===== config.mk =====
export PLATFORM = sky130hd
export DESIGN_NAME = sse_event_stream_parser_top_flat
export DESIGN_NICKNAME = d
export VERILOG_FILES = /design/src/sv/sse_pkg.sv /design/src/sv/sse_if.sv /design/src/sv/sse_ram.sv /design/src/sv/sse_front.sv /design/src/sv/sse_cmd_fifo.sv /design/src/sv/sse_back.sv /design/src/sv/sse_event_stream_parser_top.sv /design/src/flat_wrapper.sv
export VERILOG_INCLUDE_DIRS = /design/src /design/src/sv
export SDC_FILE = /design/constraint.sdc
export NUM_CORES = 1
export LEC_CHECK = 0
export ABC_AREA = 1
export BUFFER_PORTS_ARGS = -buffer_cell sky130_fd_sc_hd__clkbuf_2
export CAP_MARGIN = 20
export CORE_MARGIN = 3
export CORE_UTILIZATION = 40
export CTS_BUF_LIST = sky130_fd_sc_hd__clkbuf_8
export DETAILED_ROUTE_END_ITERATION = 8
export GPL_TIMING_DRIVEN = 0
export MAX_ROUTING_LAYER = met4
export PLACE_DENSITY_LB_ADDON = 0.3
export SYNTH_ARGS = -nofsm -noshare
export SYNTH_HDL_FRONTEND = slang
export SYNTH_SLANG_ARGS = --single-unit

===== constraint.sdc =====
create_clock -name i_clk -period 6.83 [get_ports i_clk]
set_clock_uncertainty 0.1 [all_clocks]
set_input_delay 0.683 -clock i_clk [delete_from_list [all_inputs] [get_ports i_clk]]
set_output_delay 0.683 -clock i_clk [all_outputs]
set_load 0.005 [all_outputs]

===== src/sv/assert_macros.svh =====
// Assertion macros shared by the RTL files of the event stream parser.
// Depends on nothing; taken in by `include where assertions are written.
`ifndef ASSERT_MACROS_SVH
`define ASSERT_MACROS_SVH

// A condition that must hold at every clock edge outside reset.
`define SSE_ASSERT_ALWAYS(lbl, clk, rstn, cond) \
    lbl: assert property (@(posedge clk) disable iff (!rstn) (cond)) \
        else $error("assertion failed");

// A condition that must hold in the cycle after a trigger.
`define SSE_ASSERT_NEXT(lbl, clk, rstn, trig, cond) \
    lbl: assert property (@(posedge clk) disable iff (!rstn) (trig) |=> (cond)) \
        else $error("assertion failed");

`endif


===== src/sv/sse_pkg.sv =====
// Types, codes and character constants of the event stream parser.
// Depends on nothing; the front end, command queue, line engine and top level import it.
package sse_pkg;

    typedef enum logic [1:0] {
        CMD_BYTE  = 2'd0,
        CMD_EOL   = 2'd1,
        CMD_FLUSH = 2'd2,
        CMD_NOP   = 2'd3
    } t_cmd;

    typedef struct packed {
        t_cmd       cmd;
        logic [7:0] data;
    } t_cmd_beat;

    typedef struct packed {
        logic      valid;
        t_cmd_beat beat;
    } t_push;

    typedef struct packed {
        logic full;
        logic empty;
    } t_fifo_stat;

    typedef enum logic [2:0] {
        ST_IDLE,
        ST_SCAN,
        ST_DECIDE,
        ST_COPY,
        ST_SEND,
        ST_ERROR
    } t_back_state;

    localparam int FIFO_DEPTH = 4;
    localparam int FIFO_AW    = 2;
    localparam int FIFO_CW    = 3;

    localparam logic [7:0] CHAR_CR    = 8'h0D;
    localparam logic [7:0] CHAR_LF    = 8'h0A;
    localparam logic [7:0] CHAR_COLON = 8'h3A;
    localparam logic [7:0] CHAR_SPACE = 8'h20;

    localparam logic [1:0] KIND_NAME  = 2'd0;
    localparam logic [1:0] KIND_DATA  = 2'd1;
    localparam logic [1:0] KIND_ERROR = 2'd2;

    localparam logic [1:0] ERR_NONE            = 2'd0;
    localparam logic [1:0] ERR_LINE_TOO_LONG   = 2'd1;
    localparam logic [1:0] ERR_EVENT_TOO_LARGE = 2'd2;

    localparam logic [2:0] EVENT_WORD_LEN = 3'd5;
    localparam logic [2:0] DATA_WORD_LEN  = 3'd4;
    localparam logic [2:0] DEFAULT_NAME_LEN = 3'd7;

    function automatic logic [7:0] event_char(input logic [2:0] idx);
        logic [7:0] c;
        case (idx)
            3'd0:    c = 8'h65;
            3'd1:    c = 8'h76;
            3'd2:    c = 8'h65;
            3'd3:    c = 8'h6E;
            default: c = 8'h74;
        endcase
        return c;
    endfunction

    function automatic logic [7:0] data_char(input logic [2:0] idx);
        logic [7:0] c;
        case (idx)
            3'd0:    c = 8'h64;
            3'd1:    c = 8'h61;
            3'd2:    c = 8'h74;
            default: c = 8'h61;
        endcase
        return c;
    endfunction

    function automatic logic [7:0] message_char(input logic [2:0] idx);
        logic [7:0] c;
        case (idx)
            3'd0:    c = 8'h6D;
            3'd1:    c = 8'h65;
            3'd2:    c = 8'h73;
            3'd3:    c = 8'h73;
            3'd4:    c = 8'h61;
            3'd5:    c = 8'h67;
            default: c = 8'h65;
        endcase
        return c;
    endfunction

endpackage


===== src/sv/sse_if.sv =====
// Valid/ready channel interfaces of the event stream parser.
// Depends on nothing.
interface sse_in_if;
    logic       valid;
    logic       ready;
    logic       action;
    logic [7:0] in_byte;

    modport source (output valid, output action, output in_byte, input ready);
    modport sink   (input valid, input action, input in_byte, output ready);
endinterface

interface sse_out_if;
    logic       valid;
    logic       ready;
    logic [1:0] kind;
    logic [7:0] out_byte;
    logic       last;

    modport source (output valid, output kind, output out_byte, output last, input ready);
    modport sink   (input valid, input kind, input out_byte, input last, output ready);
endinterface


===== src/sv/sse_ram.sv =====
// Generic single-write, single-read RAM with registered read data.
// Depends on nothing.
module sse_ram #(
    parameter int WIDTH = 8,
    parameter int DEPTH = 64
) (
    input  logic                     i_clk,
    input  logic                     i_we,
    input  logic [$clog2(DEPTH)-1:0] i_waddr,
    input  logic [WIDTH-1:0]         i_wdata,
    input  logic [$clog2(DEPTH)-1:0] i_raddr,
    output logic [WIDTH-1:0]         o_rdata
);
    logic [WIDTH-1:0] r_mem [DEPTH];
    logic [WIDTH-1:0] r_rdata;

    always_ff @(posedge i_clk) begin
        if (i_we) begin
            r_mem[i_waddr] <= i_wdata;
        end
        r_rdata <= r_mem[i_raddr];
    end

    assign o_rdata = r_rdata;
endmodule


===== src/sv/sse_front.sv =====
// Front end: accepts input beats and turns them into line commands.
// Depends on sse_pkg and sse_if.
module sse_front (
    input  logic               i_clk,
    input  logic               i_rst_n,
    sse_in_if.sink             i_in,
    input  sse_pkg::t_fifo_stat i_stat,
    output sse_pkg::t_push      o_push
);
    import sse_pkg::*;

    logic r_after_cr;
    logic n_after_cr;
    t_cmd cmd;
    logic take;

    assign take = i_in.valid && !i_stat.full;
    assign i_in.ready = !i_stat.full;

    always_comb begin
        n_after_cr = r_after_cr;
        if (i_in.action) begin
            cmd = CMD_FLUSH;
        end else if (i_in.in_byte == CHAR_CR) begin
            cmd = CMD_EOL;
            n_after_cr = 1'b1;
        end else if (i_in.in_byte == CHAR_LF) begin
            // An LF right after a CR belongs to the same line end.
            cmd = r_after_cr ? CMD_NOP : CMD_EOL;
            n_after_cr = 1'b0;
        end else begin
            cmd = CMD_BYTE;
            n_after_cr = 1'b0;
        end
    end

    assign o_push.valid     = take;
    assign o_push.beat.cmd  = cmd;
    assign o_push.beat.data = i_in.in_byte;

    always_ff @(posedge i_clk) begin
        if (!i_rst_n) begin
            r_after_cr <= 1'b0;
        end else if (take) begin
            r_after_cr <= n_after_cr;
        end
    end
endmodule


===== src/sv/sse_cmd_fifo.sv =====
// Short command queue between the front end and the line engine.
// Depends on sse_pkg and assert_macros.svh.
`include "assert_macros.svh"
module sse_cmd_fifo (
    input  logic                 i_clk,
    input  logic                 i_rst_n,
    input  sse_pkg::t_push       i_push,
    input  logic                 i_pop,
    output sse_pkg::t_cmd_beat   o_head,
    output sse_pkg::t_fifo_stat  o_stat
);
    import sse_pkg::*;

    t_cmd_beat            r_mem [FIFO_DEPTH];
    logic [FIFO_AW-1:0]   r_wptr;
    logic [FIFO_AW-1:0]   r_rptr;
    logic [FIFO_CW-1:0]   r_count;
    logic                 push;
    logic                 pop;

    assign o_stat.full  = (r_count == FIFO_CW'(FIFO_DEPTH));
    assign o_stat.empty = (r_count == '0);
    assign push = i_push.valid && !o_stat.full;
    assign pop  = i_pop && !o_stat.empty;
    assign o_head = r_mem[r_rptr];

    always_ff @(posedge i_clk) begin
        if (push) begin
            r_mem[r_wptr] <= i_push.beat;
        end
    end

    always_ff @(posedge i_clk) begin
        if (!i_rst_n) begin
            r_wptr  <= '0;
            r_rptr  <= '0;
            r_count <= '0;
        end else begin
            if (push) begin
                r_wptr <= r_wptr + FIFO_AW'(1);
            end
            if (pop) begin
                r_rptr <= r_rptr + FIFO_AW'(1);
            end
            case ({push, pop})
                2'b10:   r_count <= r_count + FIFO_CW'(1);
                2'b01:   r_count <= r_count - FIFO_CW'(1);
                default: r_count <= r_count;
            endcase
        end
    end

    `SSE_ASSERT_ALWAYS(a_count_bound, i_clk, i_rst_n, r_count <= FIFO_CW'(FIFO_DEPTH))
    `SSE_ASSERT_NEXT(a_fill_to_full, i_clk, i_rst_n, push && !pop && r_count == FIFO_CW'(FIFO_DEPTH - 1), o_stat.full)
endmodule


===== src/sv/sse_back.sv =====
// Line engine: stores line bytes, parses finished lines, emits events and errors.
// Depends on sse_pkg, sse_if, sse_ram and assert_macros.svh.
`include "assert_macros.svh"
module sse_back #(
    parameter int LINE_BYTES = 64,
    parameter int NAME_BYTES = 16,
    parameter int DATA_BYTES = 32
) (
    input  logic                i_clk,
    input  logic                i_rst_n,
    input  sse_pkg::t_cmd_beat  i_head,
    input  sse_pkg::t_fifo_stat i_stat,
    output logic                o_pop,
    sse_out_if.source           o_out
);
    import sse_pkg::*;

    localparam int LW  = $clog2(LINE_BYTES + 1);
    localparam int AW  = $clog2(LINE_BYTES);
    localparam int NW  = $clog2(NAME_BYTES + 1);
    localparam int NIW = (NAME_BYTES > 1) ? $clog2(NAME_BYTES) : 1;
    localparam int DW  = $clog2(DATA_BYTES + 1);
    localparam int DIW = (DATA_BYTES > 1) ? $clog2(DATA_BYTES) : 1;
    localparam int WW  = (DW > NW) ? DW : NW;
    localparam int EW  = (WW > 3) ? WW : 3;
    localparam int CW  = LW + 8;

    t_back_state r_state, n_state;
    logic [LW-1:0] r_llen, n_llen;
    logic [NW-1:0] r_nlen, n_nlen;
    logic [DW-1:0] r_plen, n_plen;
    logic [1:0]    r_err, n_err;
    logic          r_flush, n_flush;
    logic [LW-1:0] r_idx, n_idx;
    logic          r_pend, n_pend;
    logic [LW-1:0] r_pidx, n_pidx;
    logic [LW-1:0] r_sep, n_sep;
    logic          r_sep_found, n_sep_found;
    logic          r_sp, n_sp;
    logic          r_ev_ok, n_ev_ok;
    logic          r_da_ok, n_da_ok;
    logic          r_to_name, n_to_name;
    logic [WW-1:0] r_wi, n_wi;
    logic [EW-1:0] r_eidx, n_eidx;
    logic          r_ephase, n_ephase;

    logic [7:0] r_name [NAME_BYTES];
    logic [7:0] r_data [DATA_BYTES];

    logic          r_ovalid;
    logic [1:0]    r_okind;
    logic [7:0]    r_obyte;
    logic          r_olast;

    logic          out_free;
    logic          emit;
    logic [1:0]    e_kind;
    logic [7:0]    e_byte;
    logic          e_last;

    logic          ram_we;
    logic [7:0]    ram_rdata;

    logic          name_we;
    logic [NIW-1:0] name_wa;
    logic          data_we;
    logic [DIW-1:0] data_wa;
    logic [7:0]    data_wd;

    assign out_free = !r_ovalid || o_out.ready;

    sse_ram #(
        .WIDTH (8),
        .DEPTH (LINE_BYTES)
    ) u_line_ram (
        .i_clk   (i_clk),
        .i_we    (ram_we),
        .i_waddr (r_llen[AW-1:0]),
        .i_wdata (i_head.data),
        .i_raddr (r_idx[AW-1:0]),
        .o_rdata (ram_rdata)
    );

    always_comb begin
        logic [LW-1:0] vstart;
        logic [LW-1:0] vlen;
        logic [LW-1:0] sepv;
        logic [DW-1:0] plen_j;
        logic [EW-1:0] ncount;
        logic          fail;

        n_state = r_state;
        n_llen = r_llen;
        n_nlen = r_nlen;
        n_plen = r_plen;
        n_err = r_err;
        n_flush = r_flush;
        n_idx = r_idx;
        n_pend = 1'b0;
        n_pidx = r_idx;
        n_sep = r_sep;
        n_sep_found = r_sep_found;
        n_sp = r_sp;
        n_ev_ok = r_ev_ok;
        n_da_ok = r_da_ok;
        n_to_name = r_to_name;
        n_wi = r_wi;
        n_eidx = r_eidx;
        n_ephase = r_ephase;
        o_pop = 1'b0;
        emit = 1'b0;
        e_kind = KIND_ERROR;
        e_byte = {6'd0, r_err};
        e_last = 1'b1;
        ram_we = 1'b0;
        name_we = 1'b0;
        name_wa = r_wi[NIW-1:0];
        data_we = 1'b0;
        data_wa = r_wi[DIW-1:0];
        data_wd = ram_rdata;
        vstart = '0;
        vlen = '0;
        // A line without a colon is all field name and has an empty value.
        sepv = r_sep_found ? r_sep : r_llen;
        plen_j = r_plen;
        fail = 1'b0;
        ncount = (r_nlen == '0) ? EW'(DEFAULT_NAME_LEN) : EW'(r_nlen);

        unique case (r_state)
            ST_IDLE: begin
                n_idx = '0;
                n_eidx = '0;
                n_ephase = 1'b0;
                n_sep_found = 1'b0;
                n_sp = 1'b0;
                n_ev_ok = 1'b1;
                n_da_ok = 1'b1;
                if (r_err != ERR_NONE) begin
                    if (!i_stat.empty && out_free) begin
                        o_pop = 1'b1;
                        emit = 1'b1;
                    end
                end else if (!i_stat.empty) begin
                    o_pop = 1'b1;
                    unique case (i_head.cmd)
                        CMD_BYTE: begin
                            if (r_llen >= LW'(LINE_BYTES)) begin
                                n_err = ERR_LINE_TOO_LONG;
                                n_state = ST_ERROR;
                            end else begin
                                ram_we = 1'b1;
                                n_llen = r_llen + LW'(1);
                            end
                        end
                        CMD_EOL: begin
                            n_flush = 1'b0;
                            n_state = (r_llen == '0) ? ST_SEND : ST_SCAN;
                        end
                        CMD_FLUSH: begin
                            n_flush = 1'b1;
                            if (r_llen != '0) begin
                                n_state = ST_SCAN;
                            end else if (r_plen != '0) begin
                                n_state = ST_SEND;
                            end
                        end
                        default: begin
                        end
                    endcase
                end
            end

            ST_SCAN: begin
                if (r_idx < r_llen) begin
                    n_idx = r_idx + LW'(1);
                    n_pend = 1'b1;
                end
                if (r_pend) begin
                    if (r_pidx < LW'(EVENT_WORD_LEN)
                            && ram_rdata != event_char(r_pidx[2:0])) begin
                        n_ev_ok = 1'b0;
                    end
                    if (r_pidx < LW'(DATA_WORD_LEN)
                            && ram_rdata != data_char(r_pidx[2:0])) begin
                        n_da_ok = 1'b0;
                    end
                    if (!r_sep_found && ram_rdata == CHAR_COLON) begin
                        n_sep_found = 1'b1;
                        n_sep = r_pidx;
                    end else if (r_sep_found && r_pidx == r_sep + LW'(1)
                            && ram_rdata == CHAR_SPACE) begin
                        n_sp = 1'b1;
                    end
                end else if (!(r_idx < r_llen)) begin
                    n_state = ST_DECIDE;
                end
            end

            ST_DECIDE: begin
                vstart = r_sep_found ? (r_sep + LW'(1) + LW'(r_sp)) : r_llen;
                vlen = r_llen - vstart;
                n_idx = vstart;
                if (sepv == LW'(EVENT_WORD_LEN) && r_ev_ok) begin
                    if (CW'(vlen) > CW'(NAME_BYTES)) begin
                        n_err = ERR_LINE_TOO_LONG;
                        n_state = ST_ERROR;
                    end else begin
                        n_nlen = NW'(vlen);
                        n_to_name = 1'b1;
                        n_wi = '0;
                        n_state = ST_COPY;
                    end
                end else if (sepv == LW'(DATA_WORD_LEN) && r_da_ok) begin
                    if (r_plen != '0) begin
                        if (r_plen >= DW'(DATA_BYTES)) begin
                            fail = 1'b1;
                        end else begin
                            data_we = 1'b1;
                            data_wa = r_plen[DIW-1:0];
                            data_wd = CHAR_LF;
                            plen_j = r_plen + DW'(1);
                        end
                    end
                    if (!fail && CW'(vlen) > CW'(DATA_BYTES) - CW'(plen_j)) begin
                        fail = 1'b1;
                    end
                    if (fail) begin
                        n_err = ERR_EVENT_TOO_LARGE;
                        n_state = ST_ERROR;
                    end else begin
                        n_plen = DW'(CW'(plen_j) + CW'(vlen));
                        n_to_name = 1'b0;
                        n_wi = WW'(plen_j);
                        n_state = ST_COPY;
                    end
                end else begin
                    // Comment lines and unknown fields only clear the line.
                    n_llen = '0;
                    n_state = (r_flush && r_plen != '0) ? ST_SEND : ST_IDLE;
                end
            end

            ST_COPY: begin
                if (r_idx < r_llen) begin
                    n_idx = r_idx + LW'(1);
                    n_pend = 1'b1;
                end
                if (r_pend) begin
                    name_we = r_to_name;
                    data_we = !r_to_name;
                    n_wi = r_wi + WW'(1);
                end else if (!(r_idx < r_llen)) begin
                    n_llen = '0;
                    n_state = (r_flush && r_plen != '0) ? ST_SEND : ST_IDLE;
                end
            end

            ST_SEND: begin
                if (r_plen == '0) begin
                    n_nlen = '0;
                    n_state = ST_IDLE;
                end else if (out_free) begin
                    emit = 1'b1;
                    e_last = 1'b0;
                    if (!r_ephase) begin
                        e_kind = KIND_NAME;
                        e_byte = (r_nlen == '0) ? message_char(r_eidx[2:0])
                                                : r_name[r_eidx[NIW-1:0]];
                        if (r_eidx == ncount - EW'(1)) begin
                            n_ephase = 1'b1;
                            n_eidx = '0;
                        end else begin
                            n_eidx = r_eidx + EW'(1);
                        end
                    end else begin
                        e_kind = KIND_DATA;
                        e_byte = r_data[r_eidx[DIW-1:0]];
                        if (r_eidx == EW'(r_plen) - EW'(1)) begin
                            e_last = 1'b1;
                            n_nlen = '0;
                            n_plen = '0;
                            n_state = ST_IDLE;
                        end else begin
                            n_eidx = r_eidx + EW'(1);
                        end
                    end
                end
            end

            ST_ERROR: begin
                if (out_free) begin
                    emit = 1'b1;
                    n_state = ST_IDLE;
                end
            end

            default: begin
                n_state = ST_IDLE;
            end
        endcase
    end

    always_ff @(posedge i_clk) begin
        if (!i_rst_n) begin
            r_state <= ST_IDLE;
            r_llen <= '0;
            r_nlen <= '0;
            r_plen <= '0;
            r_err <= ERR_NONE;
            r_pend <= 1'b0;
            r_ovalid <= 1'b0;
        end else begin
            r_state <= n_state;
            r_llen <= n_llen;
            r_nlen <= n_nlen;
            r_plen <= n_plen;
            r_err <= n_err;
            r_pend <= n_pend;
            r_ovalid <= emit || (r_ovalid && !o_out.ready);
        end
    end

    always_ff @(posedge i_clk) begin
        r_flush <= n_flush;
        r_idx <= n_idx;
        r_pidx <= n_pidx;
        r_sep <= n_sep;
        r_sep_found <= n_sep_found;
        r_sp <= n_sp;
        r_ev_ok <= n_ev_ok;
        r_da_ok <= n_da_ok;
        r_to_name <= n_to_name;
        r_wi <= n_wi;
        r_eidx <= n_eidx;
        r_ephase <= n_ephase;
        if (emit) begin
            r_okind <= e_kind;
            r_obyte <= e_byte;
            r_olast <= e_last;
        end
        if (name_we) begin
            r_name[name_wa] <= ram_rdata;
        end
        if (data_we) begin
            r_data[data_wa] <= data_wd;
        end
    end

    assign o_out.valid    = r_ovalid;
    assign o_out.kind     = r_okind;
    assign o_out.out_byte = r_obyte;
    assign o_out.last     = r_olast;

    `SSE_ASSERT_ALWAYS(a_line_bound, i_clk, i_rst_n, r_llen <= LW'(LINE_BYTES))
    `SSE_ASSERT_ALWAYS(a_data_bound, i_clk, i_rst_n, r_plen <= DW'(DATA_BYTES))
    `SSE_ASSERT_NEXT(a_err_sticky, i_clk, i_rst_n, r_err != ERR_NONE, r_err == $past(r_err))
endmodule


===== src/sv/sse_event_stream_parser_top.sv =====
// Top level of the server-sent-events stream parser.
// Depends on sse_pkg, sse_if, sse_front, sse_cmd_fifo, sse_back and sse_ram.
//
// Usage: the input channel carries one beat per stream byte (action 0) or an
// end-of-stream mark (action 1). The output channel carries result beats:
// event name bytes, then event data bytes, the final one flagged by last, or
// a single error report beat with last set.
// Throughput: the line engine takes a plain line byte from the queue while it is
// idle. A finished line is handled in the line engine from when its line end
// leaves the queue: it scans the line RAM for the field and value, decides,
// then copies the value out. A line that is only dropped is scanned and
// decided. An event leaves at one beat per cycle while the receiver is ready.
// The single line engine handles one line at a time through the RAM read port.
// A four-entry command queue between the front end and the line engine lets
// bytes keep arriving while a line is parsed or an event is being sent;
// input ready drops only when that queue is full.
// A blank line that ends an event, or a byte that overflows the line, goes
// through the state register, then the output register; once the error is
// sticky, each later report is registered as its beat leaves the queue.
// Reset (synchronous, active low) empties the queue, clears all lengths and
// the sticky error; no clearing pass is needed.
// When the receiver stalls, the output register holds its beat, the line engine
// waits once it has a beat to send, and the queue then fills and back-pressures the input.
module sse_event_stream_parser_top #(
    parameter int LINE_BYTES = 64,
    parameter int NAME_BYTES = 16,
    parameter int DATA_BYTES = 32
) (
    input  logic       i_clk,
    input  logic       i_rst_n,
    sse_in_if.sink     i_in,
    sse_out_if.source  o_out
);
    import sse_pkg::*;

    t_push      push;
    t_fifo_stat stat;
    t_cmd_beat  head;
    logic       pop;

    // Front end: classifies bytes, folds CR LF pairs.
    sse_front u_front (
        .i_clk   (i_clk),
        .i_rst_n (i_rst_n),
        .i_in    (i_in),
        .i_stat  (stat),
        .o_push  (push)
    );

    sse_cmd_fifo u_fifo (
        .i_clk   (i_clk),
        .i_rst_n (i_rst_n),
        .i_push  (push),
        .i_pop   (pop),
        .o_head  (head),
        .o_stat  (stat)
    );

    // Line engine: owns the line, name and data stores and the output register.
    sse_back #(
        .LINE_BYTES (LINE_BYTES),
        .NAME_BYTES (NAME_BYTES),
        .DATA_BYTES (DATA_BYTES)
    ) u_back (
        .i_clk   (i_clk),
        .i_rst_n (i_rst_n),
        .i_head  (head),
        .i_stat  (stat),
        .o_pop   (pop),
        .o_out   (o_out)
    );
endmodule

===== src/flat_wrapper.sv =====
// flat-port wrapper written by rule: the top's interface ports become plain ports
module sse_event_stream_parser_top_flat import sse_pkg::*;
#(
    parameter int LINE_BYTES = 64,
    parameter int NAME_BYTES = 16,
    parameter int DATA_BYTES = 32
)
  (i_clk, i_rst_n, i_in_valid, i_in_action, i_in_in_byte, i_in_ready, o_out_valid, o_out_kind, o_out_out_byte, o_out_last, o_out_ready);
  sse_in_if i_in_i ();
  sse_out_if o_out_i ();
  input  logic i_clk;
  input  logic i_rst_n;
  input wire logic [$bits(i_in_i.valid)-1:0] i_in_valid;
  input wire logic [$bits(i_in_i.action)-1:0] i_in_action;
  input wire logic [$bits(i_in_i.in_byte)-1:0] i_in_in_byte;
  output wire logic [$bits(i_in_i.ready)-1:0] i_in_ready;
  output wire logic [$bits(o_out_i.valid)-1:0] o_out_valid;
  output wire logic [$bits(o_out_i.kind)-1:0] o_out_kind;
  output wire logic [$bits(o_out_i.out_byte)-1:0] o_out_out_byte;
  output wire logic [$bits(o_out_i.last)-1:0] o_out_last;
  input wire logic [$bits(o_out_i.ready)-1:0] o_out_ready;
  assign i_in_i.valid = i_in_valid;
  assign i_in_i.action = i_in_action;
  assign i_in_i.in_byte = i_in_in_byte;
  assign i_in_ready = i_in_i.ready;
  assign o_out_valid = o_out_i.valid;
  assign o_out_kind = o_out_i.kind;
  assign o_out_out_byte = o_out_i.out_byte;
  assign o_out_last = o_out_i.last;
  assign o_out_i.ready = o_out_ready;
  sse_event_stream_parser_top #(.LINE_BYTES(LINE_BYTES), .NAME_BYTES(NAME_BYTES), .DATA_BYTES(DATA_BYTES)) u_core (.i_clk(i_clk), .i_rst_n(i_rst_n), .i_in(i_in_i), .o_out(o_out_i));
endmodule

==> report_table.html <==
<table>
<tr><th>Metric</th><th>Value</th></tr>
<tr><th colspan="2">Clocking</th></tr>
<tr><td>Number of buffers on the longest clock path</td><td>3</td></tr>
<tr><td>Clock-pin slew reported for the worst setup and hold paths after clock tree synthesis</td><td>roughly 60 ps</td></tr>
<tr><td>H-tree levels</td><td>4</td></tr>
<tr><td>Number of hold-repair buffers added at the cts stage</td><td>9</td></tr>
<tr><td>Count of buffers added by post-CTS timing repair for setup</td><td>0</td></tr>
<tr><td>Cell chosen for the clock root</td><td>sky130_fd_sc_hd__clkbuf_8</td></tr>
<tr><td>CTS Buf Count</td><td>171</td></tr>
<tr><td>Clock Latency Late Sink</td><td>860 ps</td></tr>
<tr><td>Count of cells resized by post-cts repair</td><td>0</td></tr>
<tr><td>Clock tree sinks</td><td>1034</td></tr>
<tr><td>TritonCTS clock tree</td><td>done</td></tr>
<tr><th colspan="2">Detailed routing</th></tr>
<tr><td>Violation count after the first detailed-routing iteration</td><td>approximately 4700</td></tr>
<tr><td>Number of design rule violations left after detail routing</td><td>0</td></tr>
<tr><td>Routed length per placed instance</td><td>approximately 27 um</td></tr>
<tr><td>Antenna Violating Nets Remaining</td><td>0</td></tr>
<tr><td>DR vias</td><td>~32000</td></tr>
<tr><td>Total detailed-routing wirelength</td><td>around 150000 um</td></tr>
<tr><td>Post-detailed-route via-to-cell ratio</td><td>roughly 5.9</td></tr>
<tr><td>Number of iterations in the first detailed-routing pass</td><td>6</td></tr>
<tr><th colspan="2">Die</th></tr>
<tr><td>Horizontal die dimension</td><td>roughly 340 um</td></tr>
<tr><td>Full die area</td><td>~110000 sq um</td></tr>
<tr><td>Core outline area</td><td>~110000 sq um</td></tr>
<tr><td>Die Ht</td><td>roughly 340 um</td></tr>
<tr><td>Starting density of the core</td><td>about two fifths</td></tr>
<tr><td>Io pins</td><td>26</td></tr>
<tr><td>Number of standard-cell rows in the floorplan</td><td>120</td></tr>
<tr><th colspan="2">Timing</th></tr>
<tr><td>Share of the cycle needed by the critical path after routing</td><td>between 80% and 90%</td></tr>
<tr><td>Final Max Tran Viols</td><td>0</td></tr>
<tr><td>Transition time of the tightest slew-check pin</td><td>1160 ps</td></tr>
<tr><td>Final hold violation count</td><td>0</td></tr>
<tr><td>Final setup viols</td><td>0</td></tr>
<tr><td>Fmax achieved</td><td>roughly 0.18 GHz</td></tr>
<tr><td>Worst slew margin relative to its limit</td><td>22.3%</td></tr>
<tr><td>RSZ-0062 raised after global routing</td><td>false</td></tr>
<tr><td>Tmin final</td><td>between 5000 and 6000 ps</td></tr>
<tr><td>Worst hold slack after final layout</td><td>around 98 ps</td></tr>
<tr><td>Final TNS setup</td><td>0 ps</td></tr>
<tr><td>Minimum setup slack in the final design</td><td>1180 ps</td></tr>
<tr><th colspan="2">Logic synthesis</th></tr>
<tr><td>Sequential-to-total area share from yosys stat</td><td>between 70% and 80%</td></tr>
<tr><td>Post-Syn Area per Cell</td><td>11.8 sq um</td></tr>
<tr><td>Total nets after synthesis</td><td>around 3700</td></tr>
<tr><td>Yosys warning total</td><td>0</td></tr>
<tr><td>Main area contributors after synthesis</td><td>sky130_fd_sc_hd__edfxtp_1 68%, sky130_fd_sc_hd__o21ai_0 6.8%, sky130_fd_sc_hd__nor2_1 6.7%, sky130_fd_sc_hd__o22ai_1 3.0%, sky130_fd_sc_hd__dfxtp_1 2.5%</td></tr>
<tr><td>Library cell with the largest summed area after synthesis</td><td>sky130_fd_sc_hd__edfxtp_1</td></tr>
<tr><td>Ys async rst share</td><td>0%</td></tr>
<tr><td>Post-synth cell types</td><td>60</td></tr>
<tr><td>Top-area cell type share of the netlist area</td><td>approximately two thirds</td></tr>
<tr><td>Cell area after synthesis</td><td>43500 sq um</td></tr>
<tr><td>Number of enable flip-flop cells after synthesis</td><td>979</td></tr>
<tr><td>Most used DFF post-synth</td><td>sky130_fd_sc_hd__edfxtp_1</td></tr>
<tr><td>Post-Syn Instances</td><td>around 3700</td></tr>
<tr><td>Flops &amp; latches, synth</td><td>between 1000 and 1500</td></tr>
<tr><th colspan="2">Layout</th></tr>
<tr><td>Post-layout nets</td><td>3983</td></tr>
<tr><td>Growth of design area from synthesis to finish</td><td>13.5%</td></tr>
<tr><td>Summed area of non-filler cells in the final layout</td><td>roughly 50000 sq um</td></tr>
<tr><td>Top library cells by usage in the layout, fill and taps aside</td><td>979 x sky130_fd_sc_hd__edfxtp_1, 778 x sky130_fd_sc_hd__nor2_1, 595 x sky130_fd_sc_hd__o21ai_0, 224 x sky130_fd_sc_hd__nand2_1, 214 x sky130_fd_sc_hd__inv_1</td></tr>
<tr><td>Proportion of layout cells with a drive suffix above 1</td><td>8.31%</td></tr>
<tr><td>Filler Cell Count</td><td>~9900</td></tr>
<tr><td>Most frequent standard cell in the layout excluding fill and tap cells</td><td>sky130_fd_sc_hd__edfxtp_1</td></tr>
<tr><th colspan="2">Pwr</th></tr>
<tr><td>Ratio of total power to cell area</td><td>roughly 440 nW/um^2</td></tr>
<tr><td>Pleak</td><td>approximately 17 nW</td></tr>
<tr><td>Maximum resistive drop on vdd</td><td>about 240 uV</td></tr>
<tr><th colspan="2">Job</th></tr>
<tr><td>Maxcap violations</td><td>0</td></tr>
<tr><th colspan="2">Critical path</th></tr>
<tr><td>Buffers and inverters on the worst path</td><td>4</td></tr>
<tr><td>Startpoint Class</td><td>flip-flop</td></tr>
<tr><td>Kind of end point of the critical path</td><td>flip-flop</td></tr>
<tr><td>Maximum cell stage delay along the critical path</td><td>around 900 ps</td></tr>
<tr><td>Master of the slowest instance on the critical path</td><td>sky130_fd_sc_hd__a221oi_1</td></tr>
<tr><td>Critical path arrival</td><td>6010 ps</td></tr>
<tr><td>Maximum net fanout on the critical path</td><td>8</td></tr>
<tr><td>Cell type group with the largest total delay on the critical path</td><td>compound AO/OA/AOI/OAI gates</td></tr>
<tr><td>Start-to-end type of the worst setup path</td><td>flip-flop to flip-flop</td></tr>
<tr><td>Req. time, crit path</td><td>approximately 7200 ps</td></tr>
<tr><td>Cell occurring most often along the worst timing path</td><td>sky130_fd_sc_hd__nand2_1</td></tr>
<tr><td>CP cell instances</td><td>clkbuf_1 -&gt; inv_1 -&gt; ha_1 -&gt; ha_1 -&gt; nand3_1 -&gt; inv_1 -&gt; o21ai_0 -&gt; nand2_1 -&gt; ha_1 -&gt; a21oi_1 -&gt; nand2_1 -&gt; nand2_1 -&gt; nand2_1 -&gt; nand2_1 -&gt; nand2_1 -&gt; xnor2_1 -&gt; inv_1 -&gt; ha_1 -&gt; nand2_1 -&gt; nor3b_1 -&gt; nand3_1 -&gt; nand3_1 -&gt; nand3_1 -&gt; a221oi_1</td></tr>
<tr><th colspan="2">GRT</th></tr>
<tr><td>Global-route wire length before repair</td><td>slightly above 200000 um</td></tr>
<tr><td>Number of antenna violations at the first check in global routing</td><td>3</td></tr>
<tr><td>Remaining Overflow, GRT</td><td>0</td></tr>
<tr><td>Total Routing Usage GR</td><td>between 20% and 30%</td></tr>
<tr><td>Maximum number of pins on one net before global-route repair</td><td>36</td></tr>
<tr><td>Number of global-route vias before repair</td><td>30258</td></tr>
<tr><th colspan="2">Hold path</th></tr>
<tr><td>Min-Delay Path Class</td><td>input pin to flip-flop</td></tr>
<tr><th colspan="2">Run status</th></tr>
<tr><td>Outcome</td><td>finished, final reports clean</td></tr>
<tr><th colspan="2">Place</th></tr>
<tr><td>PortBufs</td><td>25</td></tr>
<tr><td>Last weighted congestion value of the routability-driven placer</td><td>1.01</td></tr>
<tr><td>Post-Place Setup Slack</td><td>approximately 1200 ps</td></tr>
<tr><td>Area after detailed placement</td><td>between 40000 and 50000 sq um</td></tr>
<tr><td>HPWL after DPL</td><td>97800 um</td></tr>
</table>
## metal layers
layer / up-vias / GRT usage (%) / routed length (um)
li1: 13980 / - / -
met1: 15677 / 34.5 / 58600
met2: 2085 / 39.0 / 65200
met3: 402 / 5.95 / 15800
met4: 0 / 11.4 / 6600
met5: - / - / 0
## per-stage QoR
stage | power (mW) | utilization (%) | cells
4_1_cts | 21.4 | 45.8 | 5449
3_3_place_gp | 16.0 | 42.2 | 5105
2_1_floorplan | 12.7 | - | 3677
6_report | 21.6 | 45.9 | 5460
3_5_place_dp | 16.3 | 42.7 | 5129
5_1_grt | 22.5 | 45.9 | 5460
## where the power goes
| part | leakage (nW) | switching [mW] | internal, mW | total [mW] |
|---|---|---|---|---|
| Clock | 1.87 | 2.59 | 2.61 | 5.20 |
| Combinational | 5.47 | 5.91 | 2.07 | 7.98 |
| Sequential | 9.29 | 0.337 | 8.12 | 8.46 |
| Total | 16.6 | 8.84 | 12.8 | 21.6 |
## worst paths after layout
check | slack (ps) | end | cells past startpoint | startpoint
min reg2reg | 310 | u_core.u_back.r_pidx[2] | 0 | u_core.u_back.n_pidx[2]
max | 1180 | u_core.u_back.r_wi[0] | 24 | u_core.u_back.r_sep[0]
max reg2reg | 1180 | u_core.u_back.r_wi[0] | 24 | u_core.u_back.r_sep[0]
min | 100 | u_core.u_fifo.r_count[2] | 3 | i_rst_n
## area by class of cell
type                    instances  area, sq um  share of cell area, %
well taps                    1403         1760                   3.56
diodes                          4         10.0                 0.0203
plain buffers                 204          796                   1.61
flip-flops and latches       1034        30500                   61.8
repair buffers                 65          762                   1.54
inverters                     172          648                   1.31
multi-input cells            2267        11700                   23.6
clock inverters               132          764                   1.55
clock buffers                 179         2460                   4.99
## cell usage after synthesis, drive strengths merged, types with 4 or more instances
cell      n
xor2     22
ha       52
inv     165
o32ai    12
nand3   114
nor3     14
dfxtp    55
o22ai   208
clkbuf  187
nor4      7
a21oi    64
nand3b    4
edfxtp  979
o221ai   64
nand4    20
buf      17
o211ai   13
clkinv    7
o21ai   606
xnor2    11
nor2    784
nand2   232
## sequential cells by signal, summed over array words and instances, names as in the netlist, 3 cells and up, named ones only
name,count
u_core.u_back.r_llen,7
u_core.u_fifo.r_count,3
u_core.u_back.r_sep,7
u_core.u_back.r_state,3
u_core.u_fifo.r_mem,40
u_core.u_back.o_out.out_byte,8
u_core.u_back.r_nlen,5
u_core.u_back.u_line_ram.r_mem,512
u_core.u_back.r_eidx,6
u_core.u_back.r_plen,6
u_core.u_back.r_wi,5
u_core.u_back.n_pidx,7
u_core.u_back.r_name,128
u_core.u_back.r_data,256
u_core.u_back.u_line_ram.o_rdata,8
u_core.u_back.r_pidx,7
## kinds of logic (layout without fill, tap and decap cells)
group	count (synthesis)	after routing	synth area share, %
other cells	0	4	0
simple gates	1186	1186	11.2
flops	1034	1034	70.1
xor+xnor	33	33	0.665
compound gates	993	993	13.0
buf+inv	376	752	3.32
fa+ha+maj	55	55	1.63
## worst min-delay path: cells and delay by family
family / cells / cell delay, ps
AO/OA/AOI/OAI: 2 / 150
buffers and inverters: 1 / 170
No activity file was read; power rests on OpenSTA's default activity.
